### src/rtl/core/ffba_ram.sv
`timescale 1ns / 1ps
`default_nettype none
// ----------------------------------------------------------------------------
// ffba_ram
// Generic single-write, single-read RAM with registered read data.
// ----------------------------------------------------------------------------
module ffba_ram #(
  parameter int WIDTH = 8,
  parameter int DEPTH = 16
) (
  input  wire logic                     clk,
  input  wire logic                     we,
  input  wire logic [$clog2(DEPTH)-1:0] waddr,
  input  wire logic [WIDTH-1:0]         wdata,
  input  wire logic [$clog2(DEPTH)-1:0] raddr,
  output logic      [WIDTH-1:0]         rdata
);

  logic [WIDTH-1:0] mem [DEPTH];

  always_ff @(posedge clk) begin
    if (we) begin
      mem[waddr] <= wdata;
    end
    rdata <= mem[raddr];
  end

endmodule
`default_nettype wire

### config.mk
export PLATFORM = sky130hd
export DESIGN_NAME = ffba_ram
export DESIGN_NICKNAME = d
export VERILOG_FILES = /design/src/rtl/core/ffba_ram.sv
export SDC_FILE = /design/constraint.sdc
export NUM_CORES = 1
export LEC_CHECK = 0
export BUFFER_PORTS_ARGS = -buffer_cell sky130_fd_sc_hd__buf_2
export CAP_MARGIN = 20
export CORE_ASPECT_RATIO = 0.7
export CORE_MARGIN = 2
export CORE_UTILIZATION = 50
export CTS_CLUSTER_SIZE = 24
export DETAILED_ROUTE_END_ITERATION = 16
export GPL_TIMING_DRIVEN = 0
export PLACE_DENSITY = 0.65
export SETUP_SLACK_MARGIN = 0.15
export SKIP_LAST_GASP = 1
export SYNTH_ARGS = -nofsm -noshare
export SYNTH_HDL_FRONTEND = slang
export SYNTH_SLANG_ARGS = --single-unit
### constraint.sdc
create_clock -name clk -period 2.7 [get_ports clk]
set_clock_uncertainty 0.2 [all_clocks]
set_input_delay 0.405 -clock clk [delete_from_list [all_inputs] [get_ports clk]]
set_output_delay 0.405 -clock clk [all_outputs]
set_load 0.005 [all_outputs]
==> results_dict.tcl, run 1 <==
set metrics [dict create \
    h-tree-depth 4 \
    drtAntennaViolNets 0 \
    dp_hpwl_um 6150 \
    synth_cell_types 19 \
    routed-via-count 2377 \
    ys_ff_latch 136 \
    cts_buffer_depth 2 \
    post_cts_buffers 0 \
    cts.sinks 136 \
    io_pins 26 \
    fin_crit_ns 1.84 \
    fin_crit_sh_pct 68.3 \
    multi_input_area_mm2 0.00106 \
    nets 294 \
    syn-cell-area_mm2 0.00515 \
    port_buffers 24 \
    crit_arrival_ns 1.68 \
    antenna_found_initial 0 \
    synth_top_area_share_pct 74.7 \
    die_area_mm2 0.0111 \
    hold_buffers 0 \
    critPathCaptureType "register" \
    ctsResizeCount 0 \
    ys.warnings.count 0 \
    cts_buffers 17 \
    netlist_instances 229 \
    layout-drive-gt1-share_pct 28.0 \
    crit_fanout 8 \
    crit_path_start_kind "primary input" \
    crit_type "in2reg" \
    tns_ns 0 \
    seq_area_frac_synth_pct 77.8 \
    p_per_area_mw_per_mm2 799 \
    cts_root_buf "clkbuf_16" \
    gr-total-overflow 0 \
    grt_max_degree 17 \
    postSynthAreaPerCell_um2 22.5 \
    die_x_um 125 \
    worstPathRequired_ns 2.53 \
    drt_wl_total_um 9730 \
    initial_utilization_pct 52.3 \
    clk_latency_ns 0.41 \
    maxCapViolCount 0 \
    status "completed" \
    tritoncts "done" \
    dr.pass1.iters 5 \
    slew-limit-headroom_pct 45.1 \
    fillers 693 \
    yosysTopAreaCell "edfxtp_1" \
    holdWs_ns 0.199 \
    fin_util_pct 61.2 \
    core_mm2 0.00983 \
    fmax_ghz 0.542 \
    synth_nets 247 \
    rsz0062_at_grt "no" \
    synth.area.top_cells "edfxtp_1 75%, mux4_2 7.9%, mux4_1 7.1%, dfxtp_1 3.1%, a22oi_1 2.3%" \
    grtUsageTotal_pct 18.9 \
    slew_violations 0 \
    irDropWorstVdd_mv 0.443 \
    num_antenna_cells 0 \
    first_global_vias 2245 \
    finalSetupViolCount 0 \
    drc 0 \
    clk_pin_slew_ns 0.05 \
    leakage_nw 2.03 \
    hold_viol 0 \
    area_delta_synth_final_pct 17.0 \
    hold_path_class "in2reg" \
    regArea_mm2 0.00400 \
    drtIter0Drc 178 \
    die_y_um 88.9 \
    grt_pass1_wl_um 14200 \
    wire_per_inst_um 23.3 \
    gp_congestion 0.764 \
    viasPerCell 5.70 \
    num_rows 30 \
    worst_slew_pin_slew_ns 0.820 \
]
[synthesized netlist by cell type]
cell	instances
nand3b_1	2
nor3_1	4
edfxtp_1	128
and2_1	1
buf_4	1
nand3_1	1
nor2_1	13
mux4_1	14
nand2b_1	2
mux4_2	18
nand2_1	9
a22oi_1	16
or3b_2	1
clkdlybuf4s25_2	3
buf_2	3
dfxtp_1	8
and2b_1	1
buf_6	3
nor2b_1	1
[logic make-up after synthesis]
logic type	count (synthesis)	share of synthesized area, %
AOI/OAI and AO/OA	16	2.33
DFF	136	77.8
buffers and inverters	10	1.68
and+or+nand+nor	35	3.18
muxes	32	15.0
[metrics by stage]
stage          power [W]  instance area, um^2  worst slack (ns)  cells
4_1_cts          0.00485                 6020             0.842    417
2_1_floorplan    0.00254                 5150             0.602    229
3_3_place_gp     0.00264                 5430            0.0760    381
3_5_place_dp     0.00264                 5450             0.418    385
5_1_grt          0.00495                 6020             0.778    417
6_report         0.00482                 6020             0.856    417
[worst max-delay path: stages]
cell and delay (ns):
buf_2 0.12, or3b_2 0.52, nor2_1 0.62
[cell type report]
cell class	instances	area share [%]
multi-input combinational	83	17.6
tap	128	2.66
timing repair buffer	28	2.41
clock inverter	11	2.16
sequential	136	66.5
buffer	10	1.43
clock buffer	21	7.31
[power by group]
part	switching (W)	total, W	internal [W]	leakage, nW
combinational	0.000132	0.000226	0.0000944	0.537
sequential	0.0000100	0.00237	0.00236	1.22
clock	0.000783	0.00222	0.00143	0.271
total	0.000925	0.00482	0.00389	2.03
[per-layer routing]
layer	up-vias	track usage, %	routed length (um)
met2	90	27.7	4410
met3	13	4.25	623
met5	-	0	0
met4	0	9.29	155
li1	1068	-	-
met1	1206	27.6	4540
[sequential cells by signal, summed over array words and instances (netlist names)]
| register | count |
|---|---|
| rdata | 8 |
| mem | 128 |
[path summary, 6_finish.rpt]
path	slack, ns	cells after the start	startpoint	to
worst max-delay path	0.86	3	waddr[2]	mem[3][0]$_DFFE_PP_
worst max register to register	1.08	3	mem[15][6]$_DFFE_PP_	rdata[6]$_DFF_P_
worst min register to register	0.49	3	mem[3][2]$_DFFE_PP_	rdata[2]$_DFF_P_
worst min-delay path	0.20	1	wdata[4]	mem[12][4]$_DFFE_PP_
[placed cells by master (no fill, tap or decap), drive strengths merged, types with 2 or more instances in the layout]
master         synthesis  final
a22oi                 16     16
clkinvlp               0      2
dfxtp                  8      8
clkdlybuf4s25          3      3
bufinv                 0      3
nand2                  9      9
edfxtp               128    128
nor3                   4      4
nand2b                 2      2
nand3b                 2      2
mux4                  32     32
buf                    7     35
clkbuf                 0     21
nor2                  13     13
clkinv                 0      6
Note: power is estimated with default switching activity, not from simulation.
==> run 2, diff against run 1 <==
- clock period: 2.7 -> 1.75 ns (I/O delays scaled with it)
==> results_dict.tcl, run 2 (synthesis gave the netlist of run 1 again) <==
set metrics [dict create \
    status "completed" \
    drc 0 \
    antenna_found_initial 0 \
    routed-wl-met3_um 671 \
    core_mm2 0.00983 \
    m1WireLength_um 4910 \
    place_inst 382 \
    cts.sinks 136 \
    grt_max_degree 17 \
    routed-via-count 2406 \
    final_cell_count_no_fill 414 \
    path_cells "buf_2 -> or3b_2 -> nor2_1" \
    hold_buffers 0 \
    first_global_vias 2367 \
    cp_slowest_stage_delay_ns 0.65 \
    die_x_um 125 \
    slew_violations 0 \
    cts_buffer_depth 2 \
    slew-limit-headroom_pct 42.7 \
    drt_wl_total_um 10100 \
    num_rows 30 \
    clk_latency_ns 0.41 \
    layout-drive-gt1-share_pct 30.4 \
    path_buf_inv 1 \
    drtAntennaViolNets 0 \
    crit_fanout 8 \
    tritoncts "done" \
    final_cell_area_mm2 0.00610 \
    dp_hpwl_um 6340 \
    ctsResizeCount 0 \
    initial_utilization_pct 52.3 \
    cts_buffers 17 \
    h-tree-depth 4 \
    clk_pin_slew_ns 0.05 \
    finalSetupViolCount 0 \
    largest_reg_flops 128 \
    post_cts_buffers 0 \
    wl_met2_um 4460 \
    die_area_mm2 0.0111 \
    hold_viol 0 \
    fin_crit_sh_pct 98.9 \
    leakage_nw 2.05 \
    crit_type "in2reg" \
    rsz0062_at_grt "yes" \
    fin_crit_ns 1.73 \
    num_antenna_cells 0 \
    irDropWorstVdd_mv 0.906 \
    grtUsageTotal_pct 19.8 \
    regMostFlops "mem" \
    final_common_cell "edfxtp_1" \
    hold_path_class "in2reg" \
    grt_pass1_wl_um 15100 \
    topRoutingLayerUsed "met4" \
    wire_per_inst_um 24.4 \
    io_pins 26 \
    area_delta_synth_final_pct 18.5 \
    cts_root_buf "clkbuf_16" \
    port_buffers 24 \
    gp_congestion 0.718 \
    top_regs "mem x128, rdata x8" \
    gr-total-overflow 0 \
    crit_path_start_kind "primary input" \
    tns_ns 0 \
    worstPathRequired_ns 1.58 \
    worst_slew_pin_slew_ns 0.857 \
    critPathCaptureType "register" \
    die_y_um 88.9 \
    most-common-layout-cells "128 x edfxtp_1, 27 x buf_2, 19 x mux4_2" \
    crit_arrival_ns 1.56 \
    p_per_area_mw_per_mm2 1290 \
    drtIter0Drc 292 \
    maxCapViolCount 0 \
    viasPerCell 5.81 \
    critPathTopFamily "simple AND/OR/NAND/NOR gates" \
    nets 291 \
    crit_slowest_cell "nor2_1" \
    placed_area_mm2 0.00546 \
    fmax_ghz 0.578 \
    dr.pass1.iters 4 \
]
run 2: cell types whose count changed in the layout (fill, tap and decap cells not counted), moves of 2 or more:
cell       change
buf_2          -2
buf_6          -2
buf_8          +2
bufinv_16      +2
clkbuf_8       +2
clkinv_1       -4
nor3_1         -3
nor3_2         +3
run 2: routing by layer:
| layer | up-vias | track usage, % |
|---|---|---|
| met3 | 7 | 6.16 |
| li1 | 1063 | - |
| met1 | 1262 | 29.7 |
| met4 | 0 | 5.45 |
| met2 | 74 | 29.0 |
| met5 | - | 0 |
run 2: through the flow:
| step | setup slack (ns) | utilization (%) | power [W] | hold slack (ns) |
|---|---|---|---|---|
| 5_1_grt | -0.0195 | 62.0 | 0.00806 | 0.0617 |
| 4_1_cts | 0.0326 | 62.0 | 0.00790 | 0.0475 |
| 6_report | 0.0195 | 62.0 | 0.00785 | 0.0563 |
| 3_3_place_gp | -0.394 | 55.4 | 0.00407 | 0.439 |
| 3_5_place_dp | -0.395 | 55.5 | 0.00408 | 0.442 |
| 2_1_floorplan | 0.0214 | - | 0.00391 | 0.161 |
run 2: final timing paths:
kind / from / endpoint / slack, ns / cells after the start
worst min-delay path: wdata[6] / mem[7][6]$_DFFE_PP_ / 0.06 / 1
worst min register to register: mem[8][2]$_DFFE_PP_ / rdata[2]$_DFF_P_ / 0.49 / 3
worst max-delay path: waddr[2] / mem[3][7]$_DFFE_PP_ / 0.02 / 3
worst max register to register: mem[6][3]$_DFFE_PP_ / rdata[3]$_DFF_P_ / 0.20 / 3
run 2: power breakdown:
group / internal, W / total, W / leakage (nW) / switching [W]
Sequential: 0.00364 / 0.00366 / 1.22 / 0.0000170
Clock: 0.00260 / 0.00384 / 0.308 / 0.00124
Combinational: 0.000148 / 0.000355 / 0.523 / 0.000207
Total: 0.00639 / 0.00785 / 2.05 / 0.00146
run 2: final cells by class:
class / count / area [um^2]
Multi-Input combinational cell: 83 / 1080
Timing Repair Buffer: 25 / 128
Sequential cell: 136 / 4000
Tap cell: 128 / 160
Clock buffer: 24 / 472
Buffer: 10 / 93.8
Fill cell: 699 / 3730
Clock inverter: 8 / 168
