===== src/rtl/core/ffba_pkg.sv =====
`timescale 1ns / 1ps
`default_nettype none
// ----------------------------------------------------------------------------
// ffba_pkg
// Shared types and constants of the first-fit block allocator.
// ----------------------------------------------------------------------------
package ffba_pkg;

  localparam int MAX_BLOCKS      = 64;
  localparam int AW              = $clog2(MAX_BLOCKS);
  localparam int CW              = $clog2(MAX_BLOCKS + 1);
  localparam int HEADER_BYTES    = 12;
  localparam int MIN_SPLIT_BYTES = 32;
  localparam int SPLIT_ALIGN     = 8;
  localparam int DEFAULT_ALIGN   = 4;

  localparam logic [31:0] ARENA_BASE_RST  = 32'hC060_0000;
  localparam logic [24:0] ARENA_BYTES_RST = 25'd4194304;

  typedef enum logic [1:0] {
    ST_OK        = 2'd0,
    ST_FAIL      = 2'd1,
    ST_NOT_FOUND = 2'd2,
    ST_DOUBLE    = 2'd3
  } status_t;

  typedef enum logic {
    OP_ALLOC = 1'b0,
    OP_FREE  = 1'b1
  } opcode_t;

  typedef enum logic [1:0] {
    REG_ARENA_BASE  = 2'd0,
    REG_ARENA_BYTES = 2'd1,
    REG_MEM_PRESENT = 2'd2,
    REG_NONE        = 2'd3
  } reg_idx_t;

  typedef struct packed {
    logic [31:0] start;
    logic [24:0] payload;
    logic        free;
  } entry_t;

  localparam int ENTRY_W = $bits(entry_t);

  typedef struct packed {
    logic [31:0] arena_base;
    logic [24:0] arena_bytes;
    logic        memory_present;
    logic        reinit;
  } cfg_t;

  typedef struct packed {
    logic          we;
    logic [AW-1:0] waddr;
    entry_t        wdata;
    logic [AW-1:0] raddr;
  } ram_req_t;

  typedef enum logic [4:0] {
    S_INIT, S_IDLE,
    S_A_RD, S_A_EV, S_A_SPL, S_SH_RD, S_SH_WR, S_A_WNEW, S_A_WCUR,
    S_F_RD, S_F_EV,
    S_M_RD0, S_M_LD, S_M_RD, S_M_EV, S_D_RD, S_D_WR,
    S_ST0, S_ST, S_DONE
  } state_t;

endpackage
`default_nettype wire


===== src/rtl/core/ffba_core.sv =====
`timescale 1ns / 1ps
`default_nettype none
// ----------------------------------------------------------------------------
// ffba_core
// Sequencer for table init, first-fit search, split, free, merge and stats.
// ----------------------------------------------------------------------------
module ffba_core (
  input  wire logic              clk,
  input  wire logic              rst_n,
  input  wire ffba_pkg::cfg_t    cfg,
  input  wire logic              start,
  output logic                   busy,
  input  wire logic              in_opcode,
  input  wire logic [31:0]       in_alloc_size,
  input  wire logic [16:0]       in_align_bytes,
  input  wire logic [31:0]       in_target_address,
  output logic                   out_valid,
  output logic [1:0]             out_status,
  output logic [31:0]            out_granted_address,
  output logic [24:0]            out_free_total,
  output logic [24:0]            out_largest_free,
  output ffba_pkg::ram_req_t     ram_req,
  input  wire ffba_pkg::entry_t  rd
);
  import ffba_pkg::*;

  state_t        state_r, state_nxt;
  logic [CW-1:0] cnt_r, cnt_nxt;
  logic [CW-1:0] idx_r, idx_nxt;
  logic [CW-1:0] k_r, k_nxt;
  entry_t        cur_r, cur_nxt;
  opcode_t       op_r, op_nxt;
  logic [31:0]   size_r, size_nxt;
  logic [16:0]   a_r, a_nxt;
  logic [31:0]   addr_r, addr_nxt;
  status_t       status_r, status_nxt;
  logic [31:0]   granted_r, granted_nxt;
  logic [24:0]   total_r, total_nxt;
  logic [24:0]   largest_r, largest_nxt;
  logic          pv_r, pv_nxt;
  logic [32:0]   data_r, data_nxt;
  logic [33:0]   end_r, end_nxt;
  logic [33:0]   aligned_r, aligned_nxt;
  logic [35:0]   split_r, split_nxt;
  logic          dosplit_r, dosplit_nxt;

  logic [16:0]   a_m1;
  logic [32:0]   ev_data;
  logic [33:0]   ev_end, ev_aligned, ev_pad;
  logic          ev_fit, ev_hit, mg;
  logic [35:0]   sp_split;
  logic          sp_do;
  logic [32:0]   room, span;
  logic [24:0]   init_payload;
  logic          idx_lt, accept;
  logic [33:0]   cur_end;

  // a pending table rebuild holds off new words
  assign busy   = (state_r != S_IDLE) || cfg.reinit;
  assign accept = start && !busy;
  assign idx_lt = idx_r < cnt_r;

  // fit, hit and merge tests on the entry just read, split point, init payload
  always_comb begin
    a_m1       = a_r - 17'd1;
    ev_data    = {1'b0, rd.start} + 33'(HEADER_BYTES);
    ev_end     = {1'b0, ev_data} + 34'(rd.payload);
    ev_aligned = ({1'b0, ev_data} + 34'(a_m1)) & ~{17'b0, a_m1};
    ev_pad     = ev_aligned - {1'b0, ev_data};
    ev_fit     = rd.free && (ev_pad <= 34'(rd.payload)) &&
                 ((34'(rd.payload) - ev_pad) >= 34'(size_r));
    ev_hit     = ({1'b0, ev_data} <= 34'(addr_r)) && (34'(addr_r) < ev_end);
    sp_split   = ({2'b0, aligned_r} + 36'(size_r) + 36'(SPLIT_ALIGN - 1)) &
                 ~36'(SPLIT_ALIGN - 1);
    sp_do      = (cnt_r < CW'(MAX_BLOCKS)) &&
                 ({3'b0, end_r} >= ({1'b0, sp_split} +
                                    37'(HEADER_BYTES + MIN_SPLIT_BYTES)));
    cur_end    = {2'b0, cur_r.start} + 34'(HEADER_BYTES) + 34'(cur_r.payload);
    mg         = cur_r.free && rd.free && (cur_end == {2'b0, rd.start});
    room       = 33'h1_0000_0000 - {1'b0, cfg.arena_base};
    span       = (33'(cfg.arena_bytes) > room) ? room : 33'(cfg.arena_bytes);
    init_payload = (span > 33'(HEADER_BYTES)) ? 25'(span - 33'(HEADER_BYTES)) : 25'd0;
  end

  // next state
  always_comb begin
    state_nxt = state_r;
    unique case (state_r)
      S_INIT: state_nxt = S_IDLE;
      S_IDLE: begin
        if (accept) begin
          if (opcode_t'(in_opcode) == OP_ALLOC) begin
            state_nxt = (in_alloc_size == 32'd0) ? S_ST0 : S_A_RD;
          end else begin
            state_nxt = (in_target_address == 32'd0) ? S_ST0 : S_F_RD;
          end
        end
      end
      S_A_RD:   state_nxt = idx_lt ? S_A_EV : S_ST0;
      S_A_EV:   state_nxt = ev_fit ? S_A_SPL : S_A_RD;
      S_A_SPL:  state_nxt = sp_do ? S_SH_RD : S_A_WCUR;
      S_SH_RD:  state_nxt = (k_r > idx_r + CW'(1)) ? S_SH_WR : S_A_WNEW;
      S_SH_WR:  state_nxt = S_SH_RD;
      S_A_WNEW: state_nxt = S_A_WCUR;
      S_A_WCUR: state_nxt = S_ST0;
      S_F_RD:   state_nxt = idx_lt ? S_F_EV : S_M_RD0;
      S_F_EV:   state_nxt = ev_hit ? S_M_RD0 : S_F_RD;
      S_M_RD0:  state_nxt = (cnt_r > CW'(1)) ? S_M_LD : S_ST0;
      S_M_LD:   state_nxt = S_M_RD;
      S_M_RD:   state_nxt = (idx_r + CW'(1) < cnt_r) ? S_M_EV : S_ST0;
      S_M_EV:   state_nxt = mg ? S_D_RD : S_M_RD;
      S_D_RD:   state_nxt = (k_r + CW'(1) < cnt_r) ? S_D_WR : S_M_RD;
      S_D_WR:   state_nxt = S_D_RD;
      S_ST0:    state_nxt = S_ST;
      S_ST:     state_nxt = (!idx_lt && !pv_r) ? S_DONE : S_ST;
      S_DONE:   state_nxt = S_IDLE;
      default:  state_nxt = S_INIT;
    endcase
    if (cfg.reinit) begin
      state_nxt = S_INIT;
    end
  end

  // datapath and memory requests
  always_comb begin
    cnt_nxt = cnt_r;  idx_nxt = idx_r;  k_nxt = k_r;  cur_nxt = cur_r;
    op_nxt = op_r;  size_nxt = size_r;  a_nxt = a_r;  addr_nxt = addr_r;
    status_nxt = status_r;  granted_nxt = granted_r;
    total_nxt = total_r;  largest_nxt = largest_r;  pv_nxt = pv_r;
    data_nxt = data_r;  end_nxt = end_r;  aligned_nxt = aligned_r;
    split_nxt = split_r;  dosplit_nxt = dosplit_r;
    ram_req.we    = 1'b0;
    ram_req.waddr = idx_r[AW-1:0];
    ram_req.wdata = rd;
    ram_req.raddr = idx_r[AW-1:0];
    unique case (state_r)
      S_INIT: begin
        ram_req.we    = cfg.memory_present;
        ram_req.waddr = '0;
        ram_req.wdata = '{start: cfg.arena_base, payload: init_payload, free: 1'b1};
        cnt_nxt       = cfg.memory_present ? CW'(1) : CW'(0);
      end
      S_IDLE: begin
        if (accept) begin
          op_nxt      = opcode_t'(in_opcode);
          size_nxt    = in_alloc_size;
          a_nxt       = (in_align_bytes == 17'd0) ? 17'(DEFAULT_ALIGN) : in_align_bytes;
          addr_nxt    = in_target_address;
          idx_nxt     = '0;
          granted_nxt = '0;
          if (opcode_t'(in_opcode) == OP_ALLOC) begin
            status_nxt = (in_alloc_size == 32'd0) ? ST_FAIL : ST_OK;
          end else begin
            status_nxt = (in_target_address == 32'd0) ? ST_OK : ST_NOT_FOUND;
          end
        end
      end
      S_A_RD: begin
        if (!idx_lt) begin
          status_nxt = ST_FAIL;
        end
      end
      S_A_EV: begin
        if (ev_fit) begin
          cur_nxt     = rd;
          data_nxt    = ev_data;
          end_nxt     = ev_end;
          aligned_nxt = ev_aligned;
        end else begin
          idx_nxt = idx_r + CW'(1);
        end
      end
      S_A_SPL: begin
        split_nxt   = sp_split;
        dosplit_nxt = sp_do;
        k_nxt       = cnt_r;
      end
      S_SH_RD: ram_req.raddr = AW'(k_r - CW'(1));
      S_SH_WR: begin
        ram_req.we    = 1'b1;
        ram_req.waddr = k_r[AW-1:0];
        k_nxt         = k_r - CW'(1);
      end
      S_A_WNEW: begin
        ram_req.we    = 1'b1;
        ram_req.waddr = AW'(idx_r + CW'(1));
        ram_req.wdata = '{start: split_r[31:0],
                          payload: 25'({2'b0, end_r} - split_r - 36'(HEADER_BYTES)),
                          free: 1'b1};
      end
      S_A_WCUR: begin
        ram_req.we    = 1'b1;
        ram_req.wdata = '{start: cur_r.start,
                          payload: dosplit_r ? 25'(split_r - {3'b0, data_r}) : cur_r.payload,
                          free: 1'b0};
        if (dosplit_r) begin
          cnt_nxt = cnt_r + CW'(1);
        end
        granted_nxt = aligned_r[31:0];
        status_nxt  = ST_OK;
      end
      S_F_EV: begin
        if (ev_hit) begin
          status_nxt    = rd.free ? ST_DOUBLE : ST_OK;
          ram_req.we    = 1'b1;
          ram_req.wdata = '{start: rd.start, payload: rd.payload, free: 1'b1};
        end else begin
          idx_nxt = idx_r + CW'(1);
        end
      end
      S_M_RD0: begin
        idx_nxt       = '0;
        ram_req.raddr = '0;
      end
      S_M_LD: cur_nxt = rd;
      S_M_RD: ram_req.raddr = AW'(idx_r + CW'(1));
      S_M_EV: begin
        if (mg) begin
          // absorb the next block and its header
          cur_nxt.payload = cur_r.payload + 25'(HEADER_BYTES) + rd.payload;
          ram_req.we      = 1'b1;
          ram_req.wdata   = '{start: cur_r.start,
                              payload: cur_r.payload + 25'(HEADER_BYTES) + rd.payload,
                              free: 1'b1};
          k_nxt           = idx_r + CW'(1);
        end else begin
          cur_nxt = rd;
          idx_nxt = idx_r + CW'(1);
        end
      end
      S_D_RD: begin
        ram_req.raddr = AW'(k_r + CW'(1));
        if (!(k_r + CW'(1) < cnt_r)) begin
          cnt_nxt = cnt_r - CW'(1);
        end
      end
      S_D_WR: begin
        ram_req.we    = 1'b1;
        ram_req.waddr = k_r[AW-1:0];
        k_nxt         = k_r + CW'(1);
      end
      S_ST0: begin
        idx_nxt     = '0;
        total_nxt   = '0;
        largest_nxt = '0;
        pv_nxt      = 1'b0;
      end
      S_ST: begin
        // streaming read, data lands in the cycle after the address
        pv_nxt = idx_lt;
        if (idx_lt) begin
          idx_nxt = idx_r + CW'(1);
        end
        if (pv_r && rd.free) begin
          total_nxt = total_r + rd.payload;
          if (rd.payload > largest_r) begin
            largest_nxt = rd.payload;
          end
        end
      end
      default: ;
    endcase
  end

  always_ff @(posedge clk) begin
    if (!rst_n) begin
      state_r <= S_INIT;
      cnt_r   <= '0;
      idx_r   <= '0;
      k_r     <= '0;
      pv_r    <= 1'b0;
    end else begin
      state_r <= state_nxt;
      cnt_r   <= cnt_nxt;
      idx_r   <= idx_nxt;
      k_r     <= k_nxt;
      pv_r    <= pv_nxt;
    end
  end

  always_ff @(posedge clk) begin
    cur_r     <= cur_nxt;
    op_r      <= op_nxt;
    size_r    <= size_nxt;
    a_r       <= a_nxt;
    addr_r    <= addr_nxt;
    status_r  <= status_nxt;
    granted_r <= granted_nxt;
    total_r   <= total_nxt;
    largest_r <= largest_nxt;
    data_r    <= data_nxt;
    end_r     <= end_nxt;
    aligned_r <= aligned_nxt;
    split_r   <= split_nxt;
    dosplit_r <= dosplit_nxt;
  end

  assign out_valid           = (state_r == S_DONE);
  assign out_status          = status_r;
  assign out_granted_address = (op_r == OP_ALLOC) ? granted_r : 32'd0;
  assign out_free_total      = total_r;
  assign out_largest_free    = largest_r;

endmodule
`default_nettype wire


===== config.mk =====
export PLATFORM = sky130hd
export DESIGN_NAME = ffba_core
export DESIGN_NICKNAME = d
export VERILOG_FILES = /design/src/rtl/core/ffba_pkg.sv /design/src/rtl/core/ffba_core.sv
export SDC_FILE = /design/constraint.sdc
export NUM_CORES = 2
export LEC_CHECK = 0
export BUFFER_PORTS_ARGS = -buffer_cell sky130_fd_sc_hd__buf_2
export CORE_MARGIN = 1
export CORE_UTILIZATION = 50
export CTS_CLUSTER_DIAMETER = 40
export DETAILED_ROUTE_END_ITERATION = 8
export HOLD_SLACK_MARGIN = 0.03
export PLACE_DENSITY_LB_ADDON = 0.15
export SYNTH_ARGS = -nofsm -noshare
export SYNTH_HDL_FRONTEND = slang
export SYNTH_SLANG_ARGS = --single-unit

===== constraint.sdc =====
create_clock -name clk -period 14.6 [get_ports clk]
set_input_delay 1.46 -clock clk [delete_from_list [all_inputs] [get_ports clk]]
set_output_delay 1.46 -clock clk [all_outputs]
set_load 0.005 [all_outputs]

==> results.cfg <==
[logic_synthesis]
synth-async-reset-ratio_pct = 0
synthFlopType = edfxtp_1
synth_area_um2 = 39260
yosys.area_share.adder_pct = 17.96
synth-xor-area-share_pct = 9.090
yosysWarnings = 0
synth.area.top_cells = edfxtp_1, ha_1, xnor2_1
syn_inst = 4541
synth_seq_cells = 374
synth_edf_count = 347
synth_top_family_by_area = simple AND/OR/NAND/NOR gates
ys_types = 103
synth_area_leader_cell = edfxtp_1
seq_area_frac_synth_pct = 27.92
synthMuxAreaShare_pct = 1.052
synth_compound_area_share_pct = 19.20
synthSimpleGateAreaFrac_pct = 19.29
synth_top_area_share_pct = 26.54
postSynthAreaPerCell_um2 = 8.645

[sta]
fin_worst_skew_ps = 24.26
finalHoldViolCount = 0
worst_pin_slew_ps = 1293
setup_viol = 0
finalWorstPathRequiredPeriod_ps = 12240
fmax_mhz = 81.72
slew_headroom_pct = 13.04
period_share_pct = 83.82
fin_tns_setup_ps = 0
rsz0062_at_grt = no
maxSlewViolCount = 0

[cells_and_area]
drive_above_1_share_pct = 12.62
fin_nets = 5647
fillers = 7154
instances_no_fill = 6004
area_delta_synth_final_pct = 14.94
final_util_pct = 58.15

[pwr]
peakVddDrop_v = 0.0001020
power.density_nw_per_um2 = 93.02
power.leakage_nw = 19.88

[global_route]
antenna_found_initial = 15
grt_start_max_net_pins = 73
grt.total_usage_pct = 36.01
grt.overflow.total = 0
grt_pass1_vias = 34760
grt_pass1_wl_um = 212900

[drt]
highest_layer = met5
ant_nets = 0
firstDrtPassIters = 6
routed-wl-met3_um = 13730
first_iter_violations = 3896
wl_met1_um = 61590
wl_met2_um = 63560
drt_wl_total_um = 146600
avgViaCountPerCell = 6.195
num_vias = 37200
drc = 0
wl_per_cell_um = 24.42

[min_path]
hp-class = flip-flop to flip-flop
min_to = pv_r
hold_depth = 2
min_from = pv_r

[critical_path]
arrival_ps = 12530
path_class = input pin to flip-flop
reg2reg_from = a_r[0]
rrSetupSlack_ps = 3010
end_kind = flip-flop
cp-start-kind = input pin
crit_path_top_delay_cell = a21oi_4
critPathMaxStageDelay_ps = 930
reg2reg_to = cur_r[30]
worstPathMaxFanout = 20
critPathMostFrequentCell = a21o_1
cp.required_ps = 14900
worstRegToRegCells = 44

[clocking]
clkTransAtPathRegs_ps = 40
h-tree-depth = 3
clk_latency_ps = 630
clock-root-buffer = clkbuf_16
cts_made_buffers = 84
cts_resized = 0
cts_tree = built
cts_setup_buffers = 0
holdBufCountCts = 0
clock-sinks = 374
clk_path_buf_depth = 3

[die]
die-height_um = 282.2
die-area_um2 = 79640
initial_core_util_pct = 50.59
num_rows = 102
core-area_um2 = 77590
fp.dieW_um = 282.2
io_pins = 359

[flow_run]
cap_violations = 0

[placed_design]
place_congestion = 1.002
io_buffers = 358
placed_cells = 5839
hpwl_um = 115700

[status]
status = completed
## layout make-up
cell class / instances / area, um^2 / share of cell area (%)
diodes: 11 / 27.53 / 0.06100
clock buffers: 94 / 2192 / 4.858
clock inverters: 60 / 737.0 / 1.633
inverters: 424 / 1595 / 3.535
multi-input cells: 3600 / 26200 / 58.05
flip-flops and latches: 374 / 10960 / 24.29
well taps: 1040 / 1301 / 2.884
repair buffers: 401 / 2115 / 4.686
## cell usage in the layout (no fill, tap or decap), types with 136 or more instances in the layout
cell type,synthesis,routed
buf_2,12,358
inv_1,423,421
a21oi_1,265,264
a21o_1,136,136
xor2_1,137,137
ha_1,554,554
nor3_1,146,145
nor2_1,326,323
nand2_1,330,330
edfxtp_1,347,347
xnor2_1,257,257
o21ai_0,215,214
## where the power goes
part           switching [W]  total, W  leakage [nW]  internal (W)
combinational       0.000615   0.00102          15.1      0.000402
clock               0.000681   0.00198          1.40       0.00130
sequential         0.0000104   0.00120          3.38       0.00119
total                0.00131   0.00420          19.9       0.00289
## worst max-delay path: cells and delay by family
family / cells / cell delay (ps)
AO/OA/AOI/OAI: 21 / 4550
XOR/XNOR: 3 / 670
adder cells (fa/ha/maj): 5 / 1740
buffers and inverters: 3 / 850
AND/OR/NAND/NOR: 11 / 3260
## logic make-up after synthesis
| kind of cell | Yosys count |
|---|---|
| buffers and inverters | 568 |
| and+or+nand+nor | 1488 |
| other | 1 |
| xor gates and xnor gates | 399 |
| muxes | 40 |
| DFF | 374 |
| AOI/OAI and AO/OA | 1111 |
| adders and majority gates | 560 |
## cell usage after synthesis, drive strengths merged (11+ instances only)
library cell  number
and3              52
a22oi             21
nand3            117
nand2            330
nor2b             91
xor2             137
ha               554
nor4              66
and4              12
xnor2            258
a211oi            35
nor3             149
a221oi            23
clkbuf           123
o21bai            34
a21oi            265
nand4             87
and2              73
nor2             326
buf               21
a21o             137
a31oi             29
or4               18
dfxtp             27
o21ai            220
a2111oi           11
or2               21
o21a              61
o2111ai           13
o311ai            11
inv              424
a221o             14
o22ai             17
a21boi            16
o31ai             22
nand2b            58
nor3b             11
or3               38
o211ai            29
mux2i             30
edfxtp           347
a222oi            40
## metal layers
layer,track usage [%],vias to the layer above
met3,5.303,320
met2,55.87,1772
met1,48.91,17650
met4,17.71,4
met5,0,-
li1,-,17450
## state kept, by name (all words and copies together) (netlist names), 2 cells and up
name,flops
end_r,34
size_r,32
cur_r,58
split_r,29
state_r,5
k_r,7
granted_r,32
out_largest_free,25
a_r,17
cnt_r,7
idx_r,7
aligned_r,34
out_status,2
addr_r,32
out_free_total,25
data_r,25
## worst max-delay path by stage
| stage | from | to | slack [ps] |
|---|---|---|---|
| floorplan | rd[28] | aligned_r[0] | 3290 |
| global placement | rd[28] | data_r[0] | 2250 |
| detailed placement | rd[28] | aligned_r[4] | 2060 |
| CTS | rd[28] | cur_r[30] | 2560 |
| global route | rd[28] | cur_r[30] | 1680 |
| finish | rd[28] | cur_r[30] | 2360 |
## stage by stage
stage	hold slack, ps	total power (W)	setup WS [ps]	area [um^2]
6_report	496.8	0.004198	2363	45120
4_1_cts	498.9	0.004196	2562	45100
3_5_place_dp	491.8	0.002207	2057	42170
2_1_floorplan	461.4	0.001888	3291	39260
3_3_place_gp	485.1	0.002199	2247	42170
5_1_grt	523.6	0.004360	1685	45110
(Power assumes the default switching activity.)
